## src/rtl/fft8_pkg.sv

```systemverilog
// ----------------------------------------------------------------------------
// fft8_pkg
// Shared constants and elaboration-time helpers for the 8-point forward FFT.
// ----------------------------------------------------------------------------
`default_nettype none

package fft8_pkg;

    localparam int NUM_POINTS            = 8;
    localparam int SAMPLE_BITS_DEF       = 16;
    localparam int TWIDDLE_FRAC_BITS_DEF = 15;
    // output part is SAMPLE_BITS + GROWTH_BITS + 1 bits wide
    localparam int GROWTH_BITS           = 3;

    // round(2^frac / sqrt(2)) = round(sqrt(2^(2*frac-1))), elaboration only
    function automatic longint rt2_coef(input int frac);
        longint v;
        longint r;
        longint t;
        v = longint'(1) << (2 * frac - 1);
        r = 0;
        for (int k = 31; k >= 0; k--) begin
            t = r | (longint'(1) << k);
            if (t * t <= v) begin
                r = t;
            end
        end
        if (v - r * r > r) begin
            r = r + 1;
        end
        return r;
    endfunction

endpackage

`default_nettype wire

```

## src/rtl/fft8_radix2.sv

```systemverilog
// ----------------------------------------------------------------------------
// fft8_radix2
// Unpacks the eight samples and runs the first radix-2 butterfly stage,
// with the -j twiddle on the third pair folded in as swap and negate.
// ----------------------------------------------------------------------------
`default_nettype none

module fft8_radix2 #(
    parameter int SAMPLE_BITS = fft8_pkg::SAMPLE_BITS_DEF
) (
    input  wire logic                          aclk,
    input  wire logic                          aresetn,
    input  wire logic                          in_valid,
    output logic                               in_ready,
    input  wire logic [2*SAMPLE_BITS-1:0]      sample [fft8_pkg::NUM_POINTS],
    output logic                               out_valid,
    input  wire logic                          out_ready,
    output logic signed [SAMPLE_BITS:0]        a_re [fft8_pkg::NUM_POINTS],
    output logic signed [SAMPLE_BITS:0]        a_im [fft8_pkg::NUM_POINTS]
);

    localparam int AW = SAMPLE_BITS + 1;

    logic signed [SAMPLE_BITS-1:0] x_re [fft8_pkg::NUM_POINTS];
    logic signed [SAMPLE_BITS-1:0] x_im [fft8_pkg::NUM_POINTS];
    logic signed [AW-1:0] a_re_next [fft8_pkg::NUM_POINTS];
    logic signed [AW-1:0] a_im_next [fft8_pkg::NUM_POINTS];
    logic signed [AW-1:0] a_re_reg  [fft8_pkg::NUM_POINTS];
    logic signed [AW-1:0] a_im_reg  [fft8_pkg::NUM_POINTS];
    logic                 valid_reg;

    always_comb begin
        for (int i = 0; i < fft8_pkg::NUM_POINTS; i++) begin
            x_re[i] = $signed(sample[i][2*SAMPLE_BITS-1:SAMPLE_BITS]);
            x_im[i] = $signed(sample[i][SAMPLE_BITS-1:0]);
        end
        a_re_next[0] = AW'(x_re[0]) + AW'(x_re[4]);
        a_im_next[0] = AW'(x_im[0]) + AW'(x_im[4]);
        a_re_next[1] = AW'(x_re[0]) - AW'(x_re[4]);
        a_im_next[1] = AW'(x_im[0]) - AW'(x_im[4]);
        a_re_next[2] = AW'(x_re[1]) + AW'(x_re[5]);
        a_im_next[2] = AW'(x_im[1]) + AW'(x_im[5]);
        a_re_next[3] = AW'(x_re[1]) - AW'(x_re[5]);
        a_im_next[3] = AW'(x_im[1]) - AW'(x_im[5]);
        a_re_next[4] = AW'(x_re[2]) + AW'(x_re[6]);
        a_im_next[4] = AW'(x_im[2]) + AW'(x_im[6]);
        // -j: swap and negate
        a_re_next[5] = AW'(x_im[2]) - AW'(x_im[6]);
        a_im_next[5] = AW'(x_re[6]) - AW'(x_re[2]);
        a_re_next[6] = AW'(x_re[3]) + AW'(x_re[7]);
        a_im_next[6] = AW'(x_im[3]) + AW'(x_im[7]);
        // negated difference
        a_re_next[7] = AW'(x_re[7]) - AW'(x_re[3]);
        a_im_next[7] = AW'(x_im[7]) - AW'(x_im[3]);
    end

    assign in_ready = !valid_reg || out_ready;

    always_ff @(posedge aclk) begin
        if (!aresetn) begin
            valid_reg <= 1'b0;
        end else if (in_ready) begin
            valid_reg <= in_valid;
        end
    end

    always_ff @(posedge aclk) begin
        if (in_ready && in_valid) begin
            a_re_reg <= a_re_next;
            a_im_reg <= a_im_next;
        end
    end

    assign out_valid = valid_reg;
    assign a_re      = a_re_reg;
    assign a_im      = a_im_reg;

endmodule

`default_nettype wire

```

## src/rtl/fft8_rotate.sv

```systemverilog
// ----------------------------------------------------------------------------
// fft8_rotate
// W1 and W3 twiddles on points 3 and 7: pre-add, multiply by 1/sqrt(2)
// in fixed point, round. Three register stages; other points ride along.
// ----------------------------------------------------------------------------
`default_nettype none

module fft8_rotate #(
    parameter int SAMPLE_BITS       = fft8_pkg::SAMPLE_BITS_DEF,
    parameter int TWIDDLE_FRAC_BITS = fft8_pkg::TWIDDLE_FRAC_BITS_DEF
) (
    input  wire logic                          aclk,
    input  wire logic                          aresetn,
    input  wire logic                          in_valid,
    output logic                               in_ready,
    input  wire logic signed [SAMPLE_BITS:0]   a_re [fft8_pkg::NUM_POINTS],
    input  wire logic signed [SAMPLE_BITS:0]   a_im [fft8_pkg::NUM_POINTS],
    output logic                               out_valid,
    input  wire logic                          out_ready,
    output logic signed [SAMPLE_BITS+1:0]      c_re [fft8_pkg::NUM_POINTS],
    output logic signed [SAMPLE_BITS+1:0]      c_im [fft8_pkg::NUM_POINTS]
);

    localparam int NP = fft8_pkg::NUM_POINTS;
    localparam int AW = SAMPLE_BITS + 1;
    localparam int SW = SAMPLE_BITS + 2;
    localparam int PW = SW + TWIDDLE_FRAC_BITS + 1;
    localparam logic signed [TWIDDLE_FRAC_BITS:0] COEF =
        (TWIDDLE_FRAC_BITS+1)'(fft8_pkg::rt2_coef(TWIDDLE_FRAC_BITS));
    localparam logic signed [PW-1:0] HALF = PW'(1) <<< (TWIDDLE_FRAC_BITS - 1);
    // rotation lanes: 0 = p3 re, 1 = p3 im, 2 = p7 re, 3 = p7 im
    localparam int NR = 4;

    logic [2:0] valid_reg;
    logic [2:0] adv;

    logic signed [AW-1:0] s1_re_reg [NP];
    logic signed [AW-1:0] s1_im_reg [NP];
    logic signed [SW-1:0] sum_next  [NR];
    logic signed [SW-1:0] sum_reg   [NR];

    logic signed [AW-1:0] s2_re_reg [NP];
    logic signed [AW-1:0] s2_im_reg [NP];
    logic signed [PW-1:0] prod_next [NR];
    logic signed [PW-1:0] prod_reg  [NR];

    logic signed [PW-1:0] rnd_full  [NR];
    logic signed [SW-1:0] c_re_next [NP];
    logic signed [SW-1:0] c_im_next [NP];
    logic signed [SW-1:0] c_re_reg  [NP];
    logic signed [SW-1:0] c_im_reg  [NP];

    assign adv[2]   = !valid_reg[2] || out_ready;
    assign adv[1]   = !valid_reg[1] || adv[2];
    assign adv[0]   = !valid_reg[0] || adv[1];
    assign in_ready = adv[0];

    always_comb begin
        sum_next[0] = SW'(a_re[3]) + SW'(a_im[3]);
        sum_next[1] = SW'(a_im[3]) - SW'(a_re[3]);
        sum_next[2] = SW'(a_re[7]) - SW'(a_im[7]);
        sum_next[3] = SW'(a_im[7]) + SW'(a_re[7]);
        for (int k = 0; k < NR; k++) begin
            prod_next[k] = PW'(sum_reg[k]) * PW'(COEF);
            rnd_full[k]  = (prod_reg[k] + HALF) >>> TWIDDLE_FRAC_BITS;
        end
        for (int i = 0; i < NP; i++) begin
            c_re_next[i] = SW'(s2_re_reg[i]);
            c_im_next[i] = SW'(s2_im_reg[i]);
        end
        c_re_next[3] = rnd_full[0][SW-1:0];
        c_im_next[3] = rnd_full[1][SW-1:0];
        c_re_next[7] = rnd_full[2][SW-1:0];
        c_im_next[7] = rnd_full[3][SW-1:0];
    end

    always_ff @(posedge aclk) begin
        if (!aresetn) begin
            valid_reg <= '0;
        end else begin
            if (adv[0]) begin
                valid_reg[0] <= in_valid;
            end
            if (adv[1]) begin
                valid_reg[1] <= valid_reg[0];
            end
            if (adv[2]) begin
                valid_reg[2] <= valid_reg[1];
            end
        end
    end

    always_ff @(posedge aclk) begin
        if (adv[0] && in_valid) begin
            s1_re_reg <= a_re;
            s1_im_reg <= a_im;
            sum_reg   <= sum_next;
        end
        if (adv[1] && valid_reg[0]) begin
            s2_re_reg <= s1_re_reg;
            s2_im_reg <= s1_im_reg;
            prod_reg  <= prod_next;
        end
        if (adv[2] && valid_reg[1]) begin
            c_re_reg <= c_re_next;
            c_im_reg <= c_im_next;
        end
    end

    assign out_valid = valid_reg[2];
    assign c_re      = c_re_reg;
    assign c_im      = c_im_reg;

endmodule

`default_nettype wire

```

## src/rtl/fft8_dft4.sv

```systemverilog
// ----------------------------------------------------------------------------
// fft8_dft4
// Two 4-point butterfly stages on the even and odd halves, one register
// stage each, giving the bins in natural order.
// ----------------------------------------------------------------------------
`default_nettype none

module fft8_dft4 #(
    parameter int SAMPLE_BITS = fft8_pkg::SAMPLE_BITS_DEF
) (
    input  wire logic                          aclk,
    input  wire logic                          aresetn,
    input  wire logic                          in_valid,
    output logic                               in_ready,
    input  wire logic signed [SAMPLE_BITS+1:0] c_re [fft8_pkg::NUM_POINTS],
    input  wire logic signed [SAMPLE_BITS+1:0] c_im [fft8_pkg::NUM_POINTS],
    output logic                               out_valid,
    input  wire logic                          out_ready,
    output logic signed [SAMPLE_BITS+fft8_pkg::GROWTH_BITS:0] y_re [fft8_pkg::NUM_POINTS],
    output logic signed [SAMPLE_BITS+fft8_pkg::GROWTH_BITS:0] y_im [fft8_pkg::NUM_POINTS]
);

    localparam int NP = fft8_pkg::NUM_POINTS;
    localparam int BW = SAMPLE_BITS + 3;
    localparam int YW = SAMPLE_BITS + fft8_pkg::GROWTH_BITS + 1;

    logic [1:0] valid_reg;
    logic [1:0] adv;

    logic signed [BW-1:0] b_re_next [NP];
    logic signed [BW-1:0] b_im_next [NP];
    logic signed [BW-1:0] b_re_reg  [NP];
    logic signed [BW-1:0] b_im_reg  [NP];
    logic signed [YW-1:0] y_re_next [NP];
    logic signed [YW-1:0] y_im_next [NP];
    logic signed [YW-1:0] y_re_reg  [NP];
    logic signed [YW-1:0] y_im_reg  [NP];

    assign adv[1]   = !valid_reg[1] || out_ready;
    assign adv[0]   = !valid_reg[0] || adv[1];
    assign in_ready = adv[0];

    always_comb begin
        b_re_next[0] = BW'(c_re[0]) + BW'(c_re[4]);
        b_im_next[0] = BW'(c_im[0]) + BW'(c_im[4]);
        b_re_next[1] = BW'(c_re[0]) - BW'(c_re[4]);
        b_im_next[1] = BW'(c_im[0]) - BW'(c_im[4]);
        b_re_next[2] = BW'(c_re[2]) + BW'(c_re[6]);
        b_im_next[2] = BW'(c_im[2]) + BW'(c_im[6]);
        b_re_next[3] = BW'(c_re[2]) - BW'(c_re[6]);
        b_im_next[3] = BW'(c_im[2]) - BW'(c_im[6]);
        b_re_next[4] = BW'(c_re[1]) + BW'(c_re[5]);
        b_im_next[4] = BW'(c_im[1]) + BW'(c_im[5]);
        b_re_next[5] = BW'(c_re[1]) - BW'(c_re[5]);
        b_im_next[5] = BW'(c_im[1]) - BW'(c_im[5]);
        b_re_next[6] = BW'(c_re[3]) + BW'(c_re[7]);
        b_im_next[6] = BW'(c_im[3]) + BW'(c_im[7]);
        b_re_next[7] = BW'(c_re[3]) - BW'(c_re[7]);
        b_im_next[7] = BW'(c_im[3]) - BW'(c_im[7]);

        y_re_next[0] = YW'(b_re_reg[0]) + YW'(b_re_reg[2]);
        y_im_next[0] = YW'(b_im_reg[0]) + YW'(b_im_reg[2]);
        y_re_next[2] = YW'(b_re_reg[1]) + YW'(b_im_reg[3]);
        y_im_next[2] = YW'(b_im_reg[1]) - YW'(b_re_reg[3]);
        y_re_next[4] = YW'(b_re_reg[0]) - YW'(b_re_reg[2]);
        y_im_next[4] = YW'(b_im_reg[0]) - YW'(b_im_reg[2]);
        y_re_next[6] = YW'(b_re_reg[1]) - YW'(b_im_reg[3]);
        y_im_next[6] = YW'(b_im_reg[1]) + YW'(b_re_reg[3]);
        y_re_next[1] = YW'(b_re_reg[4]) + YW'(b_re_reg[6]);
        y_im_next[1] = YW'(b_im_reg[4]) + YW'(b_im_reg[6]);
        y_re_next[3] = YW'(b_re_reg[5]) + YW'(b_im_reg[7]);
        y_im_next[3] = YW'(b_im_reg[5]) - YW'(b_re_reg[7]);
        y_re_next[5] = YW'(b_re_reg[4]) - YW'(b_re_reg[6]);
        y_im_next[5] = YW'(b_im_reg[4]) - YW'(b_im_reg[6]);
        y_re_next[7] = YW'(b_re_reg[5]) - YW'(b_im_reg[7]);
        y_im_next[7] = YW'(b_im_reg[5]) + YW'(b_re_reg[7]);
    end

    always_ff @(posedge aclk) begin
        if (!aresetn) begin
            valid_reg <= '0;
        end else begin
            if (adv[0]) begin
                valid_reg[0] <= in_valid;
            end
            if (adv[1]) begin
                valid_reg[1] <= valid_reg[0];
            end
        end
    end

    always_ff @(posedge aclk) begin
        if (adv[0] && in_valid) begin
            b_re_reg <= b_re_next;
            b_im_reg <= b_im_next;
        end
        if (adv[1] && valid_reg[0]) begin
            y_re_reg <= y_re_next;
            y_im_reg <= y_im_next;
        end
    end

    assign out_valid = valid_reg[1];
    assign y_re      = y_re_reg;
    assign y_im      = y_im_reg;

endmodule

`default_nettype wire

```

## src/rtl/fft8_forward_top.sv

```systemverilog
// ----------------------------------------------------------------------------
// fft8_forward_top
// Streaming forward 8-point FFT, fully pipelined, 1 block/clock unless stalled.
// ----------------------------------------------------------------------------
// Each request on the s_ side carries one block of eight complex samples
// (real part in the upper half of each word, imaginary in the lower, both
// two's complement). Each request on the m_ side returns the eight DFT bins
// X[k] = sum x[n] exp(-j 2 pi n k / 8) in natural order, packed the same way
// with SAMPLE_BITS+4 bits per part: full growth, no scaling, no saturation.
// The W1/W3 twiddles use the Q1.TWIDDLE_FRAC_BITS constant round(2^F/sqrt 2)
// with round-half-up after the product; every other add is exact.
// Throughput is one block per cycle while m_ready is high; m_valid rises
// once a block has passed the six register stages (the first one loads on
// the accepting edge itself): first butterfly, twiddle pre-add, twiddle
// multiply, round, and two 4-point butterfly stages. The last stage
// is the output register; backpressure on m_ready ripples back through the
// per-stage valid bits, so bubbles are squeezed out and nothing is dropped.
// There is no state between blocks; reset only clears the valid bits.
// ----------------------------------------------------------------------------
`default_nettype none

module fft8_forward_top #(
    parameter int SAMPLE_BITS       = fft8_pkg::SAMPLE_BITS_DEF,
    parameter int TWIDDLE_FRAC_BITS = fft8_pkg::TWIDDLE_FRAC_BITS_DEF
) (
    input  wire logic                                  aclk,
    input  wire logic                                  aresetn,

    input  wire logic                                  s_valid,
    output logic                                       s_ready,
    input  wire logic [2*SAMPLE_BITS-1:0]              s_sample_0,
    input  wire logic [2*SAMPLE_BITS-1:0]              s_sample_1,
    input  wire logic [2*SAMPLE_BITS-1:0]              s_sample_2,
    input  wire logic [2*SAMPLE_BITS-1:0]              s_sample_3,
    input  wire logic [2*SAMPLE_BITS-1:0]              s_sample_4,
    input  wire logic [2*SAMPLE_BITS-1:0]              s_sample_5,
    input  wire logic [2*SAMPLE_BITS-1:0]              s_sample_6,
    input  wire logic [2*SAMPLE_BITS-1:0]              s_sample_7,

    output logic                                       m_valid,
    input  wire logic                                  m_ready,
    output logic [2*(SAMPLE_BITS+fft8_pkg::GROWTH_BITS+1)-1:0] m_bin_0,
    output logic [2*(SAMPLE_BITS+fft8_pkg::GROWTH_BITS+1)-1:0] m_bin_1,
    output logic [2*(SAMPLE_BITS+fft8_pkg::GROWTH_BITS+1)-1:0] m_bin_2,
    output logic [2*(SAMPLE_BITS+fft8_pkg::GROWTH_BITS+1)-1:0] m_bin_3,
    output logic [2*(SAMPLE_BITS+fft8_pkg::GROWTH_BITS+1)-1:0] m_bin_4,
    output logic [2*(SAMPLE_BITS+fft8_pkg::GROWTH_BITS+1)-1:0] m_bin_5,
    output logic [2*(SAMPLE_BITS+fft8_pkg::GROWTH_BITS+1)-1:0] m_bin_6,
    output logic [2*(SAMPLE_BITS+fft8_pkg::GROWTH_BITS+1)-1:0] m_bin_7
);

    localparam int NP = fft8_pkg::NUM_POINTS;
    localparam int AW = SAMPLE_BITS + 1;                       // after first butterfly
    localparam int SW = SAMPLE_BITS + 2;                       // after twiddles
    localparam int YW = SAMPLE_BITS + fft8_pkg::GROWTH_BITS + 1; // output part

    logic [2*SAMPLE_BITS-1:0] sample [NP];

    logic                 r2_valid;
    logic                 r2_ready;
    logic signed [AW-1:0] a_re [NP];
    logic signed [AW-1:0] a_im [NP];

    logic                 rot_valid;
    logic                 rot_ready;
    logic signed [SW-1:0] c_re [NP];
    logic signed [SW-1:0] c_im [NP];

    logic signed [YW-1:0] y_re [NP];
    logic signed [YW-1:0] y_im [NP];
    logic [2*YW-1:0]      bin  [NP];

    assign sample[0] = s_sample_0;
    assign sample[1] = s_sample_1;
    assign sample[2] = s_sample_2;
    assign sample[3] = s_sample_3;
    assign sample[4] = s_sample_4;
    assign sample[5] = s_sample_5;
    assign sample[6] = s_sample_6;
    assign sample[7] = s_sample_7;

    // stage 1: radix-2 butterflies, -j folded in
    fft8_radix2 #(
        .SAMPLE_BITS (SAMPLE_BITS)
    ) u_radix2 (
        .aclk      (aclk),
        .aresetn   (aresetn),
        .in_valid  (s_valid),
        .in_ready  (s_ready),
        .sample    (sample),
        .out_valid (r2_valid),
        .out_ready (r2_ready),
        .a_re      (a_re),
        .a_im      (a_im)
    );

    // stages 2-4: W1/W3 rotation of points 3 and 7
    fft8_rotate #(
        .SAMPLE_BITS       (SAMPLE_BITS),
        .TWIDDLE_FRAC_BITS (TWIDDLE_FRAC_BITS)
    ) u_rotate (
        .aclk      (aclk),
        .aresetn   (aresetn),
        .in_valid  (r2_valid),
        .in_ready  (r2_ready),
        .a_re      (a_re),
        .a_im      (a_im),
        .out_valid (rot_valid),
        .out_ready (rot_ready),
        .c_re      (c_re),
        .c_im      (c_im)
    );

    // stages 5-6: 4-point butterflies; last stage is the output register
    fft8_dft4 #(
        .SAMPLE_BITS (SAMPLE_BITS)
    ) u_dft4 (
        .aclk      (aclk),
        .aresetn   (aresetn),
        .in_valid  (rot_valid),
        .in_ready  (rot_ready),
        .c_re      (c_re),
        .c_im      (c_im),
        .out_valid (m_valid),
        .out_ready (m_ready),
        .y_re      (y_re),
        .y_im      (y_im)
    );

    always_comb begin
        for (int i = 0; i < NP; i++) begin
            bin[i] = {y_re[i], y_im[i]};
        end
    end

    assign m_bin_0 = bin[0];
    assign m_bin_1 = bin[1];
    assign m_bin_2 = bin[2];
    assign m_bin_3 = bin[3];
    assign m_bin_4 = bin[4];
    assign m_bin_5 = bin[5];
    assign m_bin_6 = bin[6];
    assign m_bin_7 = bin[7];

endmodule

`default_nettype wire

```

## config.mk

```make
export PLATFORM = sky130hd
export DESIGN_NAME = fft8_forward_top
export DESIGN_NICKNAME = d
export VERILOG_FILES = /design/src/rtl/fft8_pkg.sv /design/src/rtl/fft8_radix2.sv /design/src/rtl/fft8_rotate.sv /design/src/rtl/fft8_dft4.sv /design/src/rtl/fft8_forward_top.sv
export SDC_FILE = /design/constraint.sdc
export NUM_CORES = 2
export LEC_CHECK = 0
export BUFFER_PORTS_ARGS = -buffer_cell sky130_fd_sc_hd__buf_2
export CORE_UTILIZATION = 40
export DETAILED_ROUTE_END_ITERATION = 6
export SLEW_MARGIN = 20
export SYNTH_ARGS = -nofsm -noshare
export SYNTH_HDL_FRONTEND = slang
export SYNTH_HIERARCHICAL = 1
export SYNTH_SLANG_ARGS = --single-unit
```

## constraint.sdc

```tcl
create_clock -name aclk -period 47.1 [get_ports aclk]
set_input_delay 2.355 -clock aclk [delete_from_list [all_inputs] [get_ports aclk]]
set_output_delay 2.355 -clock aclk [all_outputs]
set_load 0.01 [all_outputs]
```

==> results.sh <==
export IMPL_cts_sinks=1708
export IMPL_grt_use_total_pct=20.6
export IMPL_synthArstFlopShare_pct=0
export IMPL_grt_pass1_wl_mm=446
export IMPL_ys_seq_area_share_pct=45.6
export IMPL_ir_drop_uv=106
export IMPL_area_growth_pct=11.2
export IMPL_fin_setup_tns_ns=0
export IMPL_synth_ff_type="edfxtp_1"
export IMPL_vias=74700
export IMPL_io_buffer_count=581
export IMPL_synth_edf_count=1702
export IMPL_clk_path_buf_depth=4
export IMPL_setup_viol=0
export IMPL_critPathMaxFanout=6
export IMPL_maxSlewHeadroom_pct=11.0
export IMPL_post_place_ws_ns=40.22
export IMPL_drt_iter0_markers=6333
export IMPL_antenna_found_initial=42
export IMPL_postRouteAntennaNets=0
export IMPL_rows=194
export IMPL_cp_arrival_ns=4.07
export IMPL_wl_per_cell_um=21.0
export IMPL_p_leak_nw=52.0
export IMPL_rsz0062_at_grt="no"
export IMPL_gr_total_overflow=0
export IMPL_holdWs_ns=0.376
export IMPL_startpoint_type="input port"
export IMPL_status="finished with violations"
export IMPL_mostFrequentLayoutCells="edfxtp_1, ha_1, inv_1"
export IMPL_final_common_cell="edfxtp_1"
export IMPL_crit_required_ns=44.74
export IMPL_fin_ws_ns=40.67
export IMPL_path_class="in -> out"
export IMPL_place_area_mm2=0.119
export IMPL_dr_pass1_iters=7
export IMPL_cts_tree="done"
export IMPL_top_level_ports=582
export IMPL_layout_drive_gt1_share_pct=9.35
export IMPL_core_mm2=0.279
export IMPL_die_h_um=532
export IMPL_numCtsBuffers=191
export IMPL_cts_resized=0
export IMPL_yosysUniqueCellTypes=113
export IMPL_clock_skew_ns=0.0617
export IMPL_totalWireLength_mm=301
export IMPL_slew_viol_final=0
export IMPL_timing_worst_slew_pin_value_ns=1.33
export IMPL_ys_warnings_count=6
export IMPL_initial_core_util_pct=40.2
export IMPL_end_kind="output pin"
export IMPL_synth_nets=12007
export IMPL_postCtsSetupBuffers=0
export IMPL_powerDensity_mw_per_mm2=68.6
export IMPL_insertion_delay_ns=0.88
export IMPL_cts_root_buf="clkbuf_16"
export IMPL_cts_hold_fix_buffers=0
export IMPL_hold_viol=0
export IMPL_timing_final_crit_share_pct=13.6
export IMPL_violations="DRC"
export IMPL_die_area_mm2=0.283
export IMPL_hold_class="reg -> reg"
export IMPL_place_hpwl_mm=243
export IMPL_syn_area_mm2=0.112
export IMPL_die_x_um=532
export IMPL_post_route_drc_count=159
export IMPL_cts_max_level=4
export IMPL_gp_congestion=0.908
export IMPL_grt_pass1_vias=72234
export IMPL_period_minus_slack_ns=6.43
export IMPL_via_per_inst=5.20
export IMPL_fmax_mhz=156
export IMPL_synth_seq_cells=1708
export IMPL_syn_instance_count=9994
export IMPL_finalPower_mw=8.58
export IMPL_finalNetCount=12479
export IMPL_clk_pin_slew_ns=0.06
export IMPL_grt_max_degree=148
export IMPL_cap_violations=0
export IMPL_avgSynthCellArea_um2=11.2
export IMPL_design_area_mm2=0.125
==> cell usage after synthesis (13+ instances only) <==
cell type / count / area, um^2
a2111oi_0: 14 / 123
a211o_1: 29 / 254
a211oi_1: 52 / 390
a21boi_0: 20 / 150
a21o_1: 127 / 953
a21oi_1: 688 / 3440
a221oi_1: 24 / 210
a311oi_1: 16 / 140
a31oi_1: 69 / 432
and2_1: 15 / 93.8
and3_1: 59 / 369
buf_1: 20 / 75.1
buf_2: 50 / 250
buf_4: 30 / 225
clkbuf_1: 226 / 848
edfxtp_1: 1702 / 51100
fa_1: 318 / 6370
ha_1: 1435 / 18000
inv_1: 1322 / 4960
inv_2: 13 / 48.8
nand2_1: 288 / 1080
nand2b_1: 134 / 838
nand3_1: 109 / 546
nand4_1: 69 / 432
nor2_1: 746 / 2800
nor2b_1: 163 / 1020
nor3_1: 213 / 1070
nor3b_1: 23 / 173
nor4_1: 46 / 288
o211ai_1: 40 / 300
o21a_1: 79 / 593
o21ai_0: 252 / 1260
o21ai_1: 57 / 285
o21bai_1: 152 / 1140
o22ai_1: 26 / 163
o311ai_0: 16 / 140
o31a_1: 38 / 333
o31ai_1: 86 / 646
o41ai_1: 22 / 193
or2_2: 19 / 119
or3_1: 37 / 231
or4_1: 23 / 173
xnor2_1: 674 / 5900
xor2_1: 190 / 1660
==> routing by layer <==
metal / track usage, % / wire length (um) / vias to the layer above
met5: 0 / 49 / -
met4: 5.30 / 7590 / 8
met3: 2.44 / 16200 / 348
met2: 33.0 / 136000 / 2077
met1: 29.5 / 141000 / 36286
li1: - / - / 35981
==> final timing paths <==
path / from / end / cells after the start / slack [ns]
worst max-delay path: m_ready / s_ready / 7 / 40.67
worst min-delay path: u_rotate/s1_re_reg[112] / u_rotate/c_re_next[118] / 0 / 0.38
worst max register to register: u_rotate/sum_reg[62] / u_rotate/prod_reg[131] / 17 / 41.54
worst min register to register: u_rotate/s1_re_reg[112] / u_rotate/c_re_next[118] / 0 / 0.38
==> metrics by stage <==
step	cells	utilization (%)
after floorplan	9994	-
after global placement	13997	42.5
after detailed placement	13997	42.5
after CTS	14341	44.7
after global routing	14350	44.7
final	14355	44.7
==> critical path: stages <==
cell	delay (ns)
buf_2	0.10
nor2b_1	0.31
nand2_1	0.13
nor2b_1	0.64
nand3_1	0.18
nand2b_1	0.21
buf_2	0.16
==> cell families after synthesis <==
logic type	share of synthesized area [%]
adder cells (fa/ha/maj)	21.6
XOR/XNOR	6.73
buffers and inverters	5.72
multiplexers	0.117
AND/OR/NAND/NOR	8.59
flip-flops	45.6
AO/OA/AOI/OAI	11.6
==> area by class of cell <==
cell class | instances | area [um^2]
diodes | 14 | 35.0
clock buffers | 223 | 4920
clock inverters | 121 | 1220
fillers | 25766 | 154000
inverters | 1339 | 5030
multi-input cells | 6620 | 54800
flip-flops and latches | 1708 | 51200
well taps | 3724 | 4660
repair buffers | 606 | 3120
==> power by group <==
group | leakage (nW) | internal [mW] | switching, mW
clock | 2.97 | 0.852 | 0.624
sequential | 15.8 | 2.14 | 0.116
combinational | 33.3 | 2.13 | 2.72
(Power assumes the default switching activity.)
